[config.mk]
export PLATFORM = sky130hd
export DESIGN_NAME = ir_remote_biphase_decoder_flat
export DESIGN_NICKNAME = d
export VERILOG_FILES = /design/src/rtl/core/irbp_pkg.sv /design/src/rtl/core/irbp_if.sv /design/src/rtl/core/irbp_cfg_regs.sv /design/src/rtl/core/irbp_decode_core.sv /design/src/rtl/core/ir_remote_biphase_decoder.sv /design/src/flat_wrapper.sv
export SDC_FILE = /design/constraint.sdc
export NUM_CORES = 1
export LEC_CHECK = 0
export BUFFER_PORTS_ARGS = -buffer_cell sky130_fd_sc_hd__buf_2
export CORE_MARGIN = 1.5
export CORE_UTILIZATION = 50
export DETAILED_ROUTE_END_ITERATION = 6
export HOLD_SLACK_MARGIN = 0.08
export PLACE_DENSITY = 0.67
export REMOVE_ABC_BUFFERS = 1
export SLEW_MARGIN = 20
export SYNTH_ARGS = -nofsm -noshare
export SYNTH_HDL_FRONTEND = slang
export SYNTH_HIERARCHICAL = 1
export SYNTH_SLANG_ARGS = --single-unit
[constraint.sdc]
create_clock -name clk -period 9.4 [get_ports clk]
set_clock_uncertainty 0.2 [all_clocks]
set_input_delay 0.94 -clock clk [delete_from_list [all_inputs] [get_ports clk]]
set_output_delay 0.94 -clock clk [all_outputs]
set_load 0.02 [all_outputs]
[src/rtl/core/irbp_pkg.sv]
// ============================================================================
// irbp_pkg: shared types and constants of the IR bi-phase decoder
// Holds the widths, codes, configuration and result types used by every file.
// ============================================================================
package irbp_pkg;

    localparam int SHIFT_BITS    = 16;
    localparam int PRESCALE_BITS = 8;
    localparam int CNT_W         = 16;
    localparam int CMD_W         = 7;
    localparam int CMD_BITS      = 6;
    localparam int CFG_IDX_W     = 2;

    localparam logic [CMD_W-1:0] NO_SIGNAL = 7'd64;

    localparam logic [CNT_W-1:0] SILENCE_RESET  = 16'd49;
    localparam logic [CNT_W-1:0] HALF_BIT_RESET = 16'd16;
    localparam logic [CNT_W-1:0] REPEAT_RESET   = 16'd8;

    localparam logic [CFG_IDX_W-1:0] CFG_SILENCE  = 2'd0;
    localparam logic [CFG_IDX_W-1:0] CFG_HALF_BIT = 2'd1;
    localparam logic [CFG_IDX_W-1:0] CFG_REPEAT   = 2'd2;

    typedef enum logic [1:0] {
        MODE_IDLE = 2'd0,
        MODE_SEEK = 2'd1,
        MODE_READ = 2'd2
    } mode_t;

    typedef logic [1:0] phase_t;

    localparam phase_t SEEK_ARM   = 2'd0;
    localparam phase_t SEEK_QUIET = 2'd1;
    localparam phase_t SEEK_EDGE  = 2'd2;
    localparam phase_t READ_EDGE  = 2'd0;
    localparam phase_t READ_HALF  = 2'd1;

    typedef struct packed {
        logic [CNT_W-1:0] silence_ticks;
        logic [CNT_W-1:0] half_bit_ticks;
        logic [CNT_W-1:0] repeat_timeout;
    } cfg_t;

    typedef struct packed {
        logic [CMD_W-1:0] command;
        logic             frame_done;
    } result_t;

    function automatic logic [CNT_W-1:0] sat_inc(input logic [CNT_W-1:0] value);
        sat_inc = (value == {CNT_W{1'b1}}) ? value : value + 1'b1;
    endfunction

endpackage

[src/rtl/core/irbp_if.sv]
// ============================================================================
// irbp_if: valid/ready channels of the IR bi-phase decoder
// Sample channel into the decoder and command channel out of it.
// ============================================================================
interface irbp_in_if;
    logic valid;
    logic ready;
    logic ir_active;

    modport source (output valid, output ir_active, input ready);
    modport sink (input valid, input ir_active, output ready);
endinterface

interface irbp_out_if;
    logic                       valid;
    logic                       ready;
    logic [irbp_pkg::CMD_W-1:0] command;
    logic                       frame_done;

    modport source (output valid, output command, output frame_done, input ready);
    modport sink (input valid, input command, input frame_done, output ready);
endinterface

[src/rtl/core/irbp_cfg_regs.sv]
// ============================================================================
// irbp_cfg_regs: configuration registers
// Holds the silence threshold, half-bit threshold and repeat timeout.
// ============================================================================
module irbp_cfg_regs (
    input  logic                           clk,
    input  logic                           rst_n,
    input  logic                           cfg_we,
    input  logic [irbp_pkg::CFG_IDX_W-1:0] cfg_index,
    input  logic [irbp_pkg::CNT_W-1:0]     cfg_data,
    output irbp_pkg::cfg_t                 cfg
);

    irbp_pkg::cfg_t cfg_reg;

    always_ff @(posedge clk or negedge rst_n)
    begin
        if (!rst_n)
        begin
            cfg_reg.silence_ticks  <= irbp_pkg::SILENCE_RESET;
            cfg_reg.half_bit_ticks <= irbp_pkg::HALF_BIT_RESET;
            cfg_reg.repeat_timeout <= irbp_pkg::REPEAT_RESET;
        end
        else if (cfg_we)
        begin
            case (cfg_index)
                irbp_pkg::CFG_SILENCE:  cfg_reg.silence_ticks  <= cfg_data;
                irbp_pkg::CFG_HALF_BIT: cfg_reg.half_bit_ticks <= cfg_data;
                irbp_pkg::CFG_REPEAT:   cfg_reg.repeat_timeout <= cfg_data;
                default:                cfg_reg <= cfg_reg;
            endcase
        end
    end

    assign cfg = cfg_reg;

endmodule

[src/rtl/core/irbp_decode_core.sv]
// ============================================================================
// irbp_decode_core: bi-phase frame state machine and tick counters
// Advances the decoder by one tick per step and presents the tick's result.
// ============================================================================
module irbp_decode_core (
    input  logic             clk,
    input  logic             rst_n,
    input  logic             step,
    input  logic             ir_active,
    input  irbp_pkg::cfg_t   cfg,
    output irbp_pkg::result_t result
);

    irbp_pkg::mode_t                      mode_reg, mode_next;
    irbp_pkg::phase_t                     phase_reg, phase_next;
    logic                                 last_level_reg, last_level_next;
    logic [irbp_pkg::CNT_W-1:0]           silence_count_reg, silence_count_next;
    logic [irbp_pkg::PRESCALE_BITS-1:0]   prescale_reg, prescale_next;
    logic [irbp_pkg::CNT_W-1:0]           long_count_reg, long_count_next;
    logic [irbp_pkg::SHIFT_BITS-1:0]      shift_data_reg, shift_data_next;
    logic [irbp_pkg::CMD_W-1:0]           command_reg, command_next;
    logic                                 frame_done;
    logic [irbp_pkg::CNT_W-1:0]           silence_inc;
    logic [irbp_pkg::CNT_W-1:0]           long_inc;
    logic [irbp_pkg::PRESCALE_BITS-1:0]   prescale_inc;

    always_ff @(posedge clk or negedge rst_n)
    begin
        if (!rst_n)
        begin
            mode_reg          <= irbp_pkg::MODE_SEEK;
            phase_reg         <= irbp_pkg::SEEK_ARM;
            last_level_reg    <= 1'b0;
            silence_count_reg <= '0;
            prescale_reg      <= '0;
            long_count_reg    <= '0;
            shift_data_reg    <= '0;
            command_reg       <= '0;
        end
        else if (step)
        begin
            mode_reg          <= mode_next;
            phase_reg         <= phase_next;
            last_level_reg    <= last_level_next;
            silence_count_reg <= silence_count_next;
            prescale_reg      <= prescale_next;
            long_count_reg    <= long_count_next;
            shift_data_reg    <= shift_data_next;
            command_reg       <= command_next;
        end
    end

    always_comb
    begin
        silence_inc  = irbp_pkg::sat_inc(silence_count_reg);
        prescale_inc = prescale_reg + 1'b1;
        long_inc     = (prescale_inc == '0) ? irbp_pkg::sat_inc(long_count_reg)
                                            : long_count_reg;

        mode_next          = mode_reg;
        phase_next         = phase_reg;
        last_level_next    = last_level_reg;
        silence_count_next = silence_inc;
        prescale_next      = prescale_inc;
        long_count_next    = long_inc;
        shift_data_next    = shift_data_reg;
        command_next       = command_reg;
        frame_done         = 1'b0;

        case (mode_reg)
            irbp_pkg::MODE_SEEK:
            begin
                case (phase_reg)
                    irbp_pkg::SEEK_ARM:
                    begin
                        silence_count_next = '0;
                        phase_next         = irbp_pkg::SEEK_QUIET;
                        last_level_next    = ir_active;
                    end
                    irbp_pkg::SEEK_QUIET:
                    begin
                        if (ir_active == last_level_reg)
                        begin
                            if (silence_inc > cfg.silence_ticks)
                            begin
                                phase_next      = irbp_pkg::SEEK_EDGE;
                                long_count_next = '0;
                            end
                        end
                        else
                        begin
                            phase_next = irbp_pkg::SEEK_ARM;
                        end
                    end
                    irbp_pkg::SEEK_EDGE:
                    begin
                        if (ir_active != last_level_reg)
                        begin
                            phase_next         = irbp_pkg::READ_HALF;
                            silence_count_next = '0;
                            shift_data_next    = '0;
                            mode_next          = irbp_pkg::MODE_READ;
                        end
                        else if (long_inc > cfg.repeat_timeout)
                        begin
                            command_next = irbp_pkg::NO_SIGNAL;
                        end
                    end
                    default:
                    begin
                        phase_next = irbp_pkg::SEEK_ARM;
                    end
                endcase
            end
            irbp_pkg::MODE_READ:
            begin
                case (phase_reg)
                    irbp_pkg::READ_EDGE:
                    begin
                        if (ir_active != last_level_reg)
                        begin
                            last_level_next    = ir_active;
                            phase_next         = irbp_pkg::READ_HALF;
                            silence_count_next = '0;
                        end
                        else if (silence_inc > cfg.silence_ticks)
                        begin
                            phase_next   = irbp_pkg::READ_HALF;
                            mode_next    = irbp_pkg::MODE_IDLE;
                            command_next = {1'b0, ~shift_data_reg[irbp_pkg::CMD_BITS:1]};
                            frame_done   = 1'b1;
                        end
                    end
                    irbp_pkg::READ_HALF:
                    begin
                        if (silence_inc > cfg.half_bit_ticks)
                        begin
                            phase_next      = irbp_pkg::READ_EDGE;
                            last_level_next = ir_active;
                            shift_data_next = {shift_data_reg[irbp_pkg::SHIFT_BITS-2:0],
                                               ir_active};
                        end
                    end
                    default:
                    begin
                        phase_next = irbp_pkg::READ_EDGE;
                    end
                endcase
            end
            default:
            begin
                mode_next  = irbp_pkg::MODE_SEEK;
                phase_next = irbp_pkg::SEEK_ARM;
            end
        endcase
    end

    assign result.command    = command_next;
    assign result.frame_done = frame_done;

endmodule

[src/rtl/core/ir_remote_biphase_decoder.sv]
// ============================================================================
// ir_remote_biphase_decoder: IR remote bi-phase command decoder
// Decodes one demodulated receiver sample per transaction into a command.
// ============================================================================
// Each transaction on ir_in carries one receiver level sample, taken once per
// timer tick, with 1 meaning the receiver pin is low. For every accepted
// sample the decoder returns exactly one transaction on cmd_out: the current
// command (a 6-bit code, or 64 when no signal has been seen for the repeat
// timeout) and frame_done, which is high on the tick in which a frame ended.
// The result appears on cmd_out in the cycle after the sample is accepted. The
// whole tick update is combinational between the state registers and the output
// register, so a new sample is accepted in every cycle while results are taken.
// When the receiver stalls, the output register holds its transaction and
// ir_in.ready drops until the held result is taken; a sample is accepted in
// the same cycle in which the held result leaves.
// The user writes configuration through cfg_we, cfg_index and cfg_data only while the
// block is idle, which the block does not enforce; index 3 writes are ignored.
// After reset the thresholds are 49, 16 and 8, the command is 0, no result is
// pending and the decoder waits for a silence before the first start edge.
// ============================================================================
module ir_remote_biphase_decoder (
    input  logic                           clk,
    input  logic                           rst_n,
    irbp_in_if.sink                        ir_in,
    irbp_out_if.source                     cmd_out,
    input  logic                           cfg_we,
    input  logic [irbp_pkg::CFG_IDX_W-1:0] cfg_index,
    input  logic [irbp_pkg::CNT_W-1:0]     cfg_data
);

    irbp_pkg::cfg_t    cfg;
    irbp_pkg::result_t result;
    irbp_pkg::result_t result_reg;
    logic              out_valid_reg, out_valid_next;
    logic              accept;

    irbp_cfg_regs u_cfg_regs (
        .clk       (clk),
        .rst_n     (rst_n),
        .cfg_we    (cfg_we),
        .cfg_index (cfg_index),
        .cfg_data  (cfg_data),
        .cfg       (cfg)
    );

    irbp_decode_core u_decode_core (
        .clk       (clk),
        .rst_n     (rst_n),
        .step      (accept),
        .ir_active (ir_in.ir_active),
        .cfg       (cfg),
        .result    (result)
    );

    assign ir_in.ready = !out_valid_reg || cmd_out.ready;
    assign accept      = ir_in.valid && ir_in.ready;

    always_comb
    begin
        out_valid_next = out_valid_reg;
        if (accept)
        begin
            out_valid_next = 1'b1;
        end
        else if (cmd_out.ready)
        begin
            out_valid_next = 1'b0;
        end
    end

    always_ff @(posedge clk or negedge rst_n)
    begin
        if (!rst_n)
        begin
            out_valid_reg <= 1'b0;
        end
        else
        begin
            out_valid_reg <= out_valid_next;
        end
    end

    always_ff @(posedge clk)
    begin
        if (accept)
        begin
            result_reg <= result;
        end
    end

    assign cmd_out.valid      = out_valid_reg;
    assign cmd_out.command    = result_reg.command;
    assign cmd_out.frame_done = result_reg.frame_done;

    // A finished frame always carries a plain 6-bit command, never the no-signal code.
    assert property (@(posedge clk) disable iff (!rst_n)
        cmd_out.valid && cmd_out.frame_done |-> !cmd_out.command[irbp_pkg::CMD_W-1])
        else $error("frame_done with a command above 63");

    // A held result that is not taken blocks the next sample.
    assert property (@(posedge clk) disable iff (!rst_n)
        cmd_out.valid && !cmd_out.ready |-> !ir_in.ready)
        else $error("sample accepted while the output is stalled");

    // Every accepted sample produces a pending result in the next cycle.
    assert property (@(posedge clk) disable iff (!rst_n)
        accept |=> cmd_out.valid)
        else $error("accepted sample produced no result");

    // A write to the silence threshold lands in the register.
    assert property (@(posedge clk) disable iff (!rst_n)
        cfg_we && cfg_index == irbp_pkg::CFG_SILENCE |=>
            cfg.silence_ticks == $past(cfg_data))
        else $error("silence threshold write lost");

endmodule

[src/flat_wrapper.sv]
// flat-port wrapper written by rule: the top's interface ports become plain ports
module ir_remote_biphase_decoder_flat 
  (clk, rst_n, cfg_we, cfg_index, cfg_data, ir_in_valid, ir_in_ir_active, ir_in_ready, cmd_out_valid, cmd_out_command, cmd_out_frame_done, cmd_out_ready);
  irbp_in_if ir_in_i ();
  irbp_out_if cmd_out_i ();
  input  logic clk;
  input  logic rst_n;
  input  logic cfg_we;
  input  logic [irbp_pkg::CFG_IDX_W-1:0] cfg_index;
  input  logic [irbp_pkg::CNT_W-1:0] cfg_data;
  input wire logic [$bits(ir_in_i.valid)-1:0] ir_in_valid;
  input wire logic [$bits(ir_in_i.ir_active)-1:0] ir_in_ir_active;
  output wire logic [$bits(ir_in_i.ready)-1:0] ir_in_ready;
  output wire logic [$bits(cmd_out_i.valid)-1:0] cmd_out_valid;
  output wire logic [$bits(cmd_out_i.command)-1:0] cmd_out_command;
  output wire logic [$bits(cmd_out_i.frame_done)-1:0] cmd_out_frame_done;
  input wire logic [$bits(cmd_out_i.ready)-1:0] cmd_out_ready;
  assign ir_in_i.valid = ir_in_valid;
  assign ir_in_i.ir_active = ir_in_ir_active;
  assign ir_in_ready = ir_in_i.ready;
  assign cmd_out_valid = cmd_out_i.valid;
  assign cmd_out_command = cmd_out_i.command;
  assign cmd_out_frame_done = cmd_out_i.frame_done;
  assign cmd_out_i.ready = cmd_out_ready;
  ir_remote_biphase_decoder u_core (.clk(clk), .rst_n(rst_n), .ir_in(ir_in_i), .cmd_out(cmd_out_i), .cfg_we(cfg_we), .cfg_index(cfg_index), .cfg_data(cfg_data));
endmodule
==> flow_metrics.env, run 1 <==
export IMPL_status="finished, final reports clean"
export IMPL_fmax_mhz=198
export IMPL_use_met3_pct=4.56
export IMPL_final_antenna_net_count=0
export IMPL_cts_resized=0
export IMPL_setup_viol=0
export IMPL_fin_crit_ps=5050
export IMPL_viasPerCell=5.93
export IMPL_combPwrFrac_pct=26.3
export IMPL_syn_area_sq_um=6960
export IMPL_ys_ff_latch=116
export IMPL_fillers=1144
export IMPL_synth_edf_count=8
export IMPL_async_flop_share_pct=93.1
export IMPL_synth_seq_area_share_pct=42.4
export IMPL_n_antenna_cell=0
export IMPL_syn_avg_cell_area_sq_um=10.4
export IMPL_cts_made_buffers=17
export IMPL_power_density_nw_per_um2=231
export IMPL_end_kind="flop"
export IMPL_hold_ws_ps=263
export IMPL_slew_headroom_pct=28.0
export IMPL_fin_nets=779
export IMPL_start_kind="flop"
export IMPL_drive_gt1_share_pct=19.9
export IMPL_dr_pass1_iters=5
export IMPL_largest_register_ffs=48
export IMPL_mostFrequentLayoutCells="dfrtp_1 (102), mux2_2 (58), inv_1 (55), ha_1 (54), nand2_1 (50)"
export IMPL_die_area_sq_um=14600
export IMPL_finalHoldViolCount=0
export IMPL_post_drt_wl_per_cell_um=17.9
export IMPL_p_sw_uw=590
export IMPL_grt_met1_usage_pct=34.4
export IMPL_multi_input_area_sq_um=3680
export IMPL_clockPowerShare_pct=36.8
export IMPL_grt_pass1_wl_um=26700
export IMPL_grt_max_degree=76
export IMPL_cts_htree_levels=4
export IMPL_start_util_pct=51.9
export IMPL_grt_pass1_vias=5124
export IMPL_dp_cells=858
export IMPL_instances_no_fill=890
export IMPL_cts_sinks=116
export IMPL_rows=42
export IMPL_clock_root_buffer="clkbuf_16"
export IMPL_coreArea_sq_um=13400
export IMPL_die_w_um=121
export IMPL_arrival_ps=5010
export IMPL_num_vias=5279
export IMPL_cts_hold_buf=0
export IMPL_dp_hpwl_um=11400
export IMPL_cts_buffer_depth=2
export IMPL_synth_cells=671
export IMPL_gp_congestion=0.890
export IMPL_fp_dieH_um=121
export IMPL_setup_tns_final_ps=0
export IMPL_first_iter_violations=309
export IMPL_synth_area_leaders="dfrtp_1 (37%), ha_1 (9.7%), mux2_2 (9.4%)"
export IMPL_grt_usage_pct=23.5
export IMPL_ys_warn_count=6
export IMPL_power_internal_uw=1220
export IMPL_hp_class="input port to asynchronous set/reset pin"
export IMPL_post_cts_buffers=0
export IMPL_synth_top_cell_by_area="dfrtp_1"
export IMPL_antenna_found_initial=0
export IMPL_wl_um=16000
export IMPL_p_sw_share_pct=32.5
export IMPL_leakage_uw=0.00358
export IMPL_area_growth_pct=12.6
export IMPL_synth_cell_types=68
export IMPL_crit_type="flop to flop"
export IMPL_maxCapViolations=0
export IMPL_drv_slew=0
export IMPL_seqCellArea_sq_um=2950
export IMPL_drc_errors=0
export IMPL_finalCritPeriodShare_pct=53.7
export IMPL_synth_top_area_share_pct=36.7
export IMPL_power_total_uw=1810
export IMPL_cp_max_fo=9
export IMPL_worstMarginPinSlew_ps=1080
export IMPL_clock_latency_ps=420
export IMPL_layout_commonest_cell="dfrtp_1"
export IMPL_rsz0062_at_grt="no"
export IMPL_crit_required_ps=9360
export IMPL_ir_worst_vdd_uv=208
export IMPL_synth_flop_cell="dfrtp_1"
export IMPL_p_seq_share_pct=36.9
export IMPL_cts_tree="built"
export IMPL_portBuffers=33
export IMPL_top_usage_layer="met2"
export IMPL_clk_pin_slew_ps=50
export IMPL_pin_count=34
export IMPL_grt_ovfl_total=0
export IMPL_grtUsageMet2_pct=35.0
-- stage by stage --
stage          setup WS, ps  cell area [sq um]  util, %
2_1_floorplan          5140               6840        -
4_1_cts                4430               7840     58.5
5_1_grt                3960               7840     58.5
3_5_place_dp           4460               7240     54.0
3_3_place_gp           4670               7230     54.0
6_report               4350               7840     58.5
-- logic make-up after synthesis --
kind of cell / count (synthesis) / share of synthesized area [%]
AND/OR/NAND/NOR: 196 / 15.3
flip-flops: 116 / 42.4
multiplexers: 61 / 9.82
AO/OA/AOI/OAI: 134 / 14.1
XOR/XNOR: 30 / 3.78
buffers and inverters: 79 / 4.77
adder cells (fa/ha/maj): 55 / 9.86
-- power by group through the flow --
stage | Sequential, uW | Combinational (uW) | Clock, uW
6_report | 669 | 476 | 668
2_1_floorplan | 657 | 343 | 0
3_3_place_gp | 666 | 452 | 0
5_1_grt | 681 | 527 | 706
3_5_place_dp | 674 | 468 | 0
4_1_cts | 667 | 473 | 679
-- metal layers --
metal	up-vias	part of all wire (%)
met5	-	0
met4	0	1.5
met3	22	5.4
met2	154	44
met1	2589	49
li1	2514	-
-- cell type report --
cell class | instances | share of cell area [%]
Timing Repair Buffer | 34 | 2.24
Clock buffer | 20 | 5.57
Clock inverter | 12 | 2.08
Tap cell | 176 | 2.81
Sequential cell | 116 | 37.6
Multi-Input combinational cell | 476 | 47.0
Inverter | 56 | 2.68
-- final timing paths --
check                                                            startpoint  cells after the start                                                      to  slack, ps
max reg2reg                u_core/u_decode_core/prescale_reg[0]$_DFFE_PN0P_                     14                     u_core/cmd_out.command[1]$_DFFE_PP_       4350
min                                                                   rst_n                      1  u_core/u_decode_core/silence_count_reg[11]$_DFFE_PN0P_        260
min in group clk            u_core/u_decode_core/command_reg[4]$_DFFE_PN0P_                      1         u_core/u_decode_core/command_reg[4]$_DFFE_PN0P_        290
max in group asynchronous                                             rst_n                      2      u_core/u_decode_core/long_count_reg[7]$_DFFE_PN0P_       7450
max                        u_core/u_decode_core/prescale_reg[0]$_DFFE_PN0P_                     14                     u_core/cmd_out.command[1]$_DFFE_PP_       4350
min reg2reg                 u_core/u_decode_core/command_reg[4]$_DFFE_PN0P_                      1         u_core/u_decode_core/command_reg[4]$_DFFE_PN0P_        290
-- Yosys cell counts (all sizes together), types with 12 or more instances --
cell and number:
ha 54, a21o 12, nor2 27, mux2 58, clkbuf 13, inv 55
a21oi 24, o21ai 21, dfrtp 102, nand4 22, nand2 50, nand3 37
o2bb2ai 18, xnor2 21, a22o 19
-- worst max-delay path, stage by stage, from the launching register on --
cell and delay, ps:
dfrtp_1 440, ha_1 300, a211oi_1 230, o2111ai_1 190, a221oi_4 480, and2_1 440
nand3_1 210, xnor2_1 170, ha_1 320, nand4_1 120, a2111oi_0 610, a211oi_1 120
a211o_1 400, a211o_1 410, o2bb2ai_1 160
Note: power is estimated with default switching activity, not from simulation.
==> run 2: changes to the inputs <==
--- a/config.mk
+++ b/config.mk
@@ -5,6 +5,7 @@
 export SDC_FILE = /design/constraint.sdc
 export NUM_CORES = 1
 export LEC_CHECK = 0
+export ABC_AREA = 1
 export BUFFER_PORTS_ARGS = -buffer_cell sky130_fd_sc_hd__buf_2
 export CORE_MARGIN = 1.5
 export CORE_UTILIZATION = 50
==> constraint.sdc (replaced) <==
create_clock -name clk -period 5.3 [get_ports clk]
set_clock_uncertainty 0.2 [all_clocks]
set_input_delay 0.53 -clock clk [delete_from_list [all_inputs] [get_ports clk]]
set_output_delay 0.53 -clock clk [all_outputs]
set_load 0.02 [all_outputs]
==> flow_metrics.env, run 2 <==
export IMPL_status="finished, final reports clean"
export IMPL_arrival_ps=3870
export IMPL_fin_crit_ps=3720
export IMPL_power_density_nw_per_um2=442
export IMPL_cts_htree_levels=4
export IMPL_synth_area_leaders="dfrtp_1 (35%), nand2_1 (15%), ha_1 (9.2%)"
export IMPL_ir_worst_vdd_uv=243
export IMPL_cts_tree="built"
export IMPL_hp_class="input port to flop"
export IMPL_pin_count=34
export IMPL_yosys_cell_count_top_type="nand2_1"
export IMPL_crit_type="flop to flop"
export IMPL_coreArea_sq_um=14400
export IMPL_post_cts_buffers=0
export IMPL_combPwrFrac_pct=35.0
export IMPL_portBuffers=33
export IMPL_clk_pin_slew_ps=50
export IMPL_worstMarginPinSlew_ps=989
export IMPL_fillers=1390
export IMPL_synth_flop_cell="dfrtp_1"
export IMPL_area_growth_pct=10.9
export IMPL_clockPowerShare_pct=30.6
export IMPL_wl_um=17100
export IMPL_ys_ff_latch=116
export IMPL_layout_commonest_cell="nand2_1"
export IMPL_cts_sinks=116
export IMPL_viasPerCell=5.26
export IMPL_first_iter_violations=453
export IMPL_fin_nets=1056
export IMPL_die_w_um=124
export IMPL_drive_gt1_share_pct=9.99
export IMPL_antenna_found_initial=0
export IMPL_clock_latency_ps=420
export IMPL_fp_dieH_um=124
export IMPL_synth_top_cell_by_area="dfrtp_1"
export IMPL_setup_tns_final_ps=0
export IMPL_grt_pass1_vias=5861
export IMPL_synth_seq_area_share_pct=40.2
export IMPL_num_vias=6176
export IMPL_p_seq_share_pct=34.3
export IMPL_mostFrequentLayoutCells="nand2_1 (297), inv_1 (135), dfrtp_1 (102), ha_1 (54), nand3_1 (53)"
export IMPL_synth_cells=952
export IMPL_finalHoldViolCount=0
export IMPL_ys_warn_count=6
export IMPL_crit_required_ps=5460
export IMPL_leakage_uw=0.00424
export IMPL_rows=44
export IMPL_synth_top_area_share_pct=34.8
export IMPL_maxCapViolations=0
export IMPL_cp_max_fo=17
export IMPL_synth_cell_types=47
export IMPL_synth_commonest_cells="nand2_1 (297), inv_1 (135), dfrtp_1 (102)"
export IMPL_p_sw_share_pct=38.3
export IMPL_final_area_sq_um=8130
export IMPL_rsz0062_at_grt="no"
export IMPL_synth_edf_count=8
export IMPL_syn_avg_cell_area_sq_um=7.70
export IMPL_slew_headroom_pct=34.0
export IMPL_hold_ws_ps=146
export IMPL_largest_register_ffs=48
export IMPL_async_flop_share_pct=93.1
export IMPL_power_internal_uw=2210
export IMPL_drv_slew=0
export IMPL_dp_hpwl_um=11900
export IMPL_final_antenna_net_count=0
export IMPL_fmax_mhz=269
export IMPL_start_kind="flop"
export IMPL_start_util_pct=50.8
export IMPL_grt_ovfl_total=0
export IMPL_gp_congestion=0.918
export IMPL_cts_buffer_depth=2
export IMPL_grt_usage_pct=24.3
export IMPL_grt_max_degree=59
export IMPL_clock_root_buffer="clkbuf_16"
export IMPL_grt_pass1_wl_um=28700
export IMPL_finalCritPeriodShare_pct=70.1
export IMPL_end_kind="flop"
export IMPL_p_sw_uw=1380
export IMPL_cts_made_buffers=17
export IMPL_syn_area_sq_um=7330
export IMPL_n_antenna_cell=0
export IMPL_place_area_sq_um=7560
export IMPL_drc_errors=0
export IMPL_post_drt_wl_per_cell_um=14.5
export IMPL_dr_pass1_iters=5
export IMPL_setup_viol=0
export IMPL_die_area_sq_um=15400
==> run 2: layout make-up <==
cell class	count	area (sq um)	share of cell area, %
inverters	142	541	6.65
well taps	184	230	2.83
flip-flops and latches	116	2950	36.3
clock inverters	11	113	1.39
multi-input cells	665	3650	44.9
repair buffers	36	193	2.37
clock buffers	21	450	5.54
==> run 2: path summary, 6_finish.rpt <==
path | start | endpoint | depth (start not counted) | slack [ps]
max | u_core/u_decode_core/prescale_reg[0]$_DFFE_PN0P_ | u_core/u_decode_core/command_reg[5]$_DFFE_PN0P_ | 21 | 1580
min | ir_in_valid | u_core/cmd_out.valid$_DFFE_PN0P_ | 3 | 150
max reg2reg | u_core/u_decode_core/prescale_reg[0]$_DFFE_PN0P_ | u_core/u_decode_core/command_reg[5]$_DFFE_PN0P_ | 21 | 1580
min reg2reg | u_core/u_cfg_regs/cfg[20]$_DFFE_PN1P_ | u_core/u_cfg_regs/cfg[20]$_DFFE_PN1P_ | 2 | 260
max in group asynchronous | rst_n | u_core/u_cfg_regs/cfg[43]$_DFFE_PN0P_ | 3 | 3230
min in group asynchronous | rst_n | u_core/u_decode_core/long_count_reg[15]$_DFFE_PN0P_ | 2 | 510
==> run 2: critical path, stage by stage, from the launching register on <==
cell and delay [ps]:
dfrtp_1 430, ha_1 220, nand3_1 110, xor2_1 170, nand3b_1 170, nor2_2 140, nand2_4 160, inv_4 190
nor2_1 60, nor2_1 250, ha_1 310, a21oi_1 130, o21ai_0 90, a21oi_1 240, nand2_1 120, nand2_1 80
a21oi_1 60, nand2_1 220, nand2_1 80, nand2_1 90, nand2_1 70, nand2_1 80
==> run 2: logic make-up after synthesis <==
kind of cell    count (synthesis)  share of synthesized area [%]
flops                         116                           40.2
buf+inv                       171                           10.1
xor+xnor                       26                           3.11
simple gates                  483                           29.4
fa+ha+maj                      54                           9.21
compound gates                102                           7.92
==> run 2: through the flow <==
stage / std cells / total power (uW) / setup slack, ps / utilization (%)
detailed placement: 1142 / 2490 / 1620 / 52.4
global route: 1175 / 3870 / 1140 / 56.4
global placement: 1142 / 2470 / 1660 / 52.4
floorplan: 923 / 2140 / 701 / -
finish: 1175 / 3590 / 1580 / 56.4
CTS: 1175 / 3610 / 1600 / 56.4
==> run 2: power by group through the flow <==
stage | clock network [uW] | logic [uW] | registers, uW
finish | 1100 | 1260 | 1230
global route | 1160 | 1450 | 1260
CTS | 1120 | 1260 | 1230
detailed placement | 0 | 1240 | 1240
global placement | 0 | 1230 | 1240
floorplan | 0 | 932 | 1210
==> run 2: layer usage <==
metal  routed length (um)  up-vias  share of wire (%)  global-route usage (%)
met2                 7970      161                 47                    39.6
met5                    0        -                  0                       0
met3                  839       22                4.9                    5.08
li1                     -     3141                  -                       -
met4                  276        0                1.6                    8.24
met1                 7970     2852                 47                    32.4
==> run 2: repair_timing <==
action	CTS	global route
hold endpoints to repair	56	0
endpoints found under the setup margin	0	0
gates resized for setup	0	0
hold buffers	1	0
==> run 3: changes to the inputs <==
--- a/config.mk
+++ b/config.mk
@@ -11,7 +11,7 @@
 export CORE_UTILIZATION = 50
 export DETAILED_ROUTE_END_ITERATION = 6
 export HOLD_SLACK_MARGIN = 0.08
-export PLACE_DENSITY = 0.67
+export PLACE_DENSITY = 0.7
 export REMOVE_ABC_BUFFERS = 1
 export SLEW_MARGIN = 20
 export SYNTH_ARGS = -nofsm -noshare
==> constraint.sdc (replaced) <==
create_clock -name clk -period 3 [get_ports clk]
set_clock_uncertainty 0.2 [all_clocks]
set_input_delay 0.3 -clock clk [delete_from_list [all_inputs] [get_ports clk]]
set_output_delay 0.3 -clock clk [all_outputs]
set_load 0.02 [all_outputs]
==> flow_metrics.env, run 3 (synthesized netlist as in run 2, its figures left out) <==
export IMPL_fin_crit_ps=3490
export IMPL_hold_ws_ps=164
export IMPL_arrival_ps=3470
export IMPL_crit_slowest_cell="dfrtp_1"
export IMPL_clock_root_buffer="clkbuf_16"
export IMPL_fmax_mhz=286
export IMPL_hp_class="input port to flop"
export IMPL_die_w_um=124
export IMPL_drive_gt1_share_pct=35.3
export IMPL_dp_cells=1253
export IMPL_cp_buffers_inverters=4
export IMPL_crit_required_ps=2970
export IMPL_ir_worst_vdd_uv=520
export IMPL_cp_slowest_stage_delay_ps=410
export IMPL_grt_pass1_wl_um=33800
export IMPL_post_drt_wl_per_cell_um=16.8
export IMPL_clk_pin_slew_ps=60
export IMPL_grt_pass1_vias=7141
export IMPL_critical_path_depth=23
export IMPL_first_iter_violations=559
export IMPL_cts_htree_levels=4
export IMPL_power_total_uw=8490
export IMPL_antenna_found_initial=0
export IMPL_rows=44
export IMPL_fillers=1024
export IMPL_path_cells="buf_4, nand3_4, nor2_4, nand3b_1, xor2_2, nor2_2, nand2_4, inv_8, nand3_2, nand2_2, inv_2, ha_1, nand2_2, nor2_4, nand2_2, inv_2, nand2_2, nand2_2, nand2_2, a21oi_2, nand2_2, nand2_1, nand2_2"
export IMPL_portBuffers=33
export IMPL_drc_errors=0
export IMPL_rsz0062_at_grt="yes"
export IMPL_n_antenna_cell=0
export IMPL_crit_family="simple AND/OR/NAND/NOR gates"
export IMPL_grt_max_degree=53
export IMPL_drv_slew=0
export IMPL_mostFrequentLayoutCells="nand2_1 (250), buf_4 (141), inv_1 (116), dfrtp_1 (100), nand2_2 (42)"
export IMPL_slew_headroom_pct=44.7
export IMPL_final_core_util_pct=73.0
export IMPL_worstMarginPinSlew_ps=829
export IMPL_area_growth_pct=43.5
export IMPL_rrSetupSlack_ps=-490
export IMPL_cts_tree="built"
export IMPL_fp_dieH_um=124
export IMPL_grt_ovfl_total=0
export IMPL_finalCritPeriodShare_pct=116
export IMPL_gp_congestion=0.865
export IMPL_crit_top_cell="nand2_2"
export IMPL_cts_made_buffers=17
export IMPL_p_sw_share_pct=38.5
export IMPL_final_antenna_net_count=0
export IMPL_wl_um=22700
export IMPL_clock_latency_ps=420
export IMPL_r2r_cells=23
export IMPL_worst_slack_ps=-495
export IMPL_dp_hpwl_um=13100
export IMPL_setup_viol=43
export IMPL_place_ws_ps=-524
export IMPL_cts_sinks=116
export IMPL_layout_commonest_cell="nand2_1"
export IMPL_clockPowerShare_pct=25.6
export IMPL_cp_max_fo=8
export IMPL_violations="setup timing"
export IMPL_num_vias=7489
export IMPL_cts_buffer_depth=2
export IMPL_start_util_pct=50.8
export IMPL_leakage_uw=0.00526
export IMPL_crit_type="flop to flop"
export IMPL_start_kind="flop"
export IMPL_status="finished with violations"
export IMPL_holdPathStages=3
export IMPL_coreArea_sq_um=14400
export IMPL_instances_no_fill=1349
export IMPL_combPwrFrac_pct=48.9
export IMPL_pin_count=34
export IMPL_power_density_nw_per_um2=807
export IMPL_dr_pass1_iters=7
export IMPL_fin_nets=1230
export IMPL_p_sw_uw=3270
export IMPL_maxCapViolations=0
export IMPL_die_area_sq_um=15400
export IMPL_finalHoldViolCount=0
export IMPL_p_seq_share_pct=25.4
export IMPL_end_kind="flop"
export IMPL_largest_register_ffs=48
export IMPL_grt_usage_pct=28.7
export IMPL_power_internal_uw=5220
export IMPL_viasPerCell=5.55
-- run 3: changes by cell type in the layout (fill, tap and decap cells not counted), sizes merged --
cell         change
buf            +152
bufinv           +2
clkbuf           +2
clkinvlp         -2
dlygate4sd3     +19
inv              +1
-- run 3: through the flow --
stage               area [sq um]  TNS [ps]
CTS                         9910     -9210
global placement            8430    -17060
floorplan                   7130    -59360
global route               10500    -24110
detailed placement          8430    -17870
finish                     10500    -16140
-- run 3: worst min-delay path, cell delays in order --
cell     delay (ps)
buf_2           270
nand4_1         160
nand2_1          50
-- run 3: path summary, 6_finish.rpt --
kind	start	endpoint
min in group asynchronous	rst_n	u_core/u_decode_core/prescale_reg[6]$_DFFE_PN0P_
max in group asynchronous	rst_n	u_core/u_cfg_regs/cfg[20]$_DFFE_PN1P_
min reg2reg	u_core/u_cfg_regs/cfg[36]$_DFFE_PN1P_	u_core/u_cfg_regs/cfg[36]$_DFFE_PN1P_
max	u_core/u_decode_core/prescale_reg[1]$_DFFE_PN0P_	u_core/cmd_out.command[5]$_DFFE_PP_
max reg2reg	u_core/u_decode_core/prescale_reg[1]$_DFFE_PN0P_	u_core/cmd_out.command[5]$_DFFE_PP_
min	cfg_index[0]	u_core/u_cfg_regs/cfg[20]$_DFFE_PN1P_
-- run 3: power by group through the flow --
stage	combinational (uW)	clock [uW]	sequential (uW)
final	4150	2180	2160
after CTS	3270	2200	2120
after global placement	2700	0	2130
after global routing	4500	2280	2200
after floorplan	1650	0	2130
after detailed placement	2760	0	2130
-- run 3: repair_timing --
item                       in CTS  in global routing
setup endpoints to repair      43                 43
gates resized for setup       106                117
pin swaps                      38                 52
gates cloned                    3                  1
hold buffers                   20                  0
hold endpoints to repair      100                  0
setup buffers                  26                 16
-- run 3: per-layer routing --
layer / track usage (%) / wire, um / up-vias
met5: 0 / 0 / -
met2: 49.7 / 11600 / 306
li1: - / - / 3494
met1: 34.3 / 9140 / 3606
met4: 11.9 / 864 / 0
met3: 6.32 / 1120 / 83
-- run 3: final cells by class --
| type | count | area (sq um) | area share (%) |
|---|---|---|---|
| Clock inverter | 10 | 154 | 1.46 |
| Clock buffer | 22 | 474 | 4.51 |
| Multi-Input combinational cell | 665 | 4480 | 42.6 |
| Tap cell | 184 | 230 | 2.19 |
| Sequential cell | 116 | 2950 | 28.1 |
| Inverter | 142 | 562 | 5.34 |
| Timing Repair Buffer | 208 | 1650 | 15.7 |
| Timing Repair inverter | 2 | 17.5 | 0.166 |
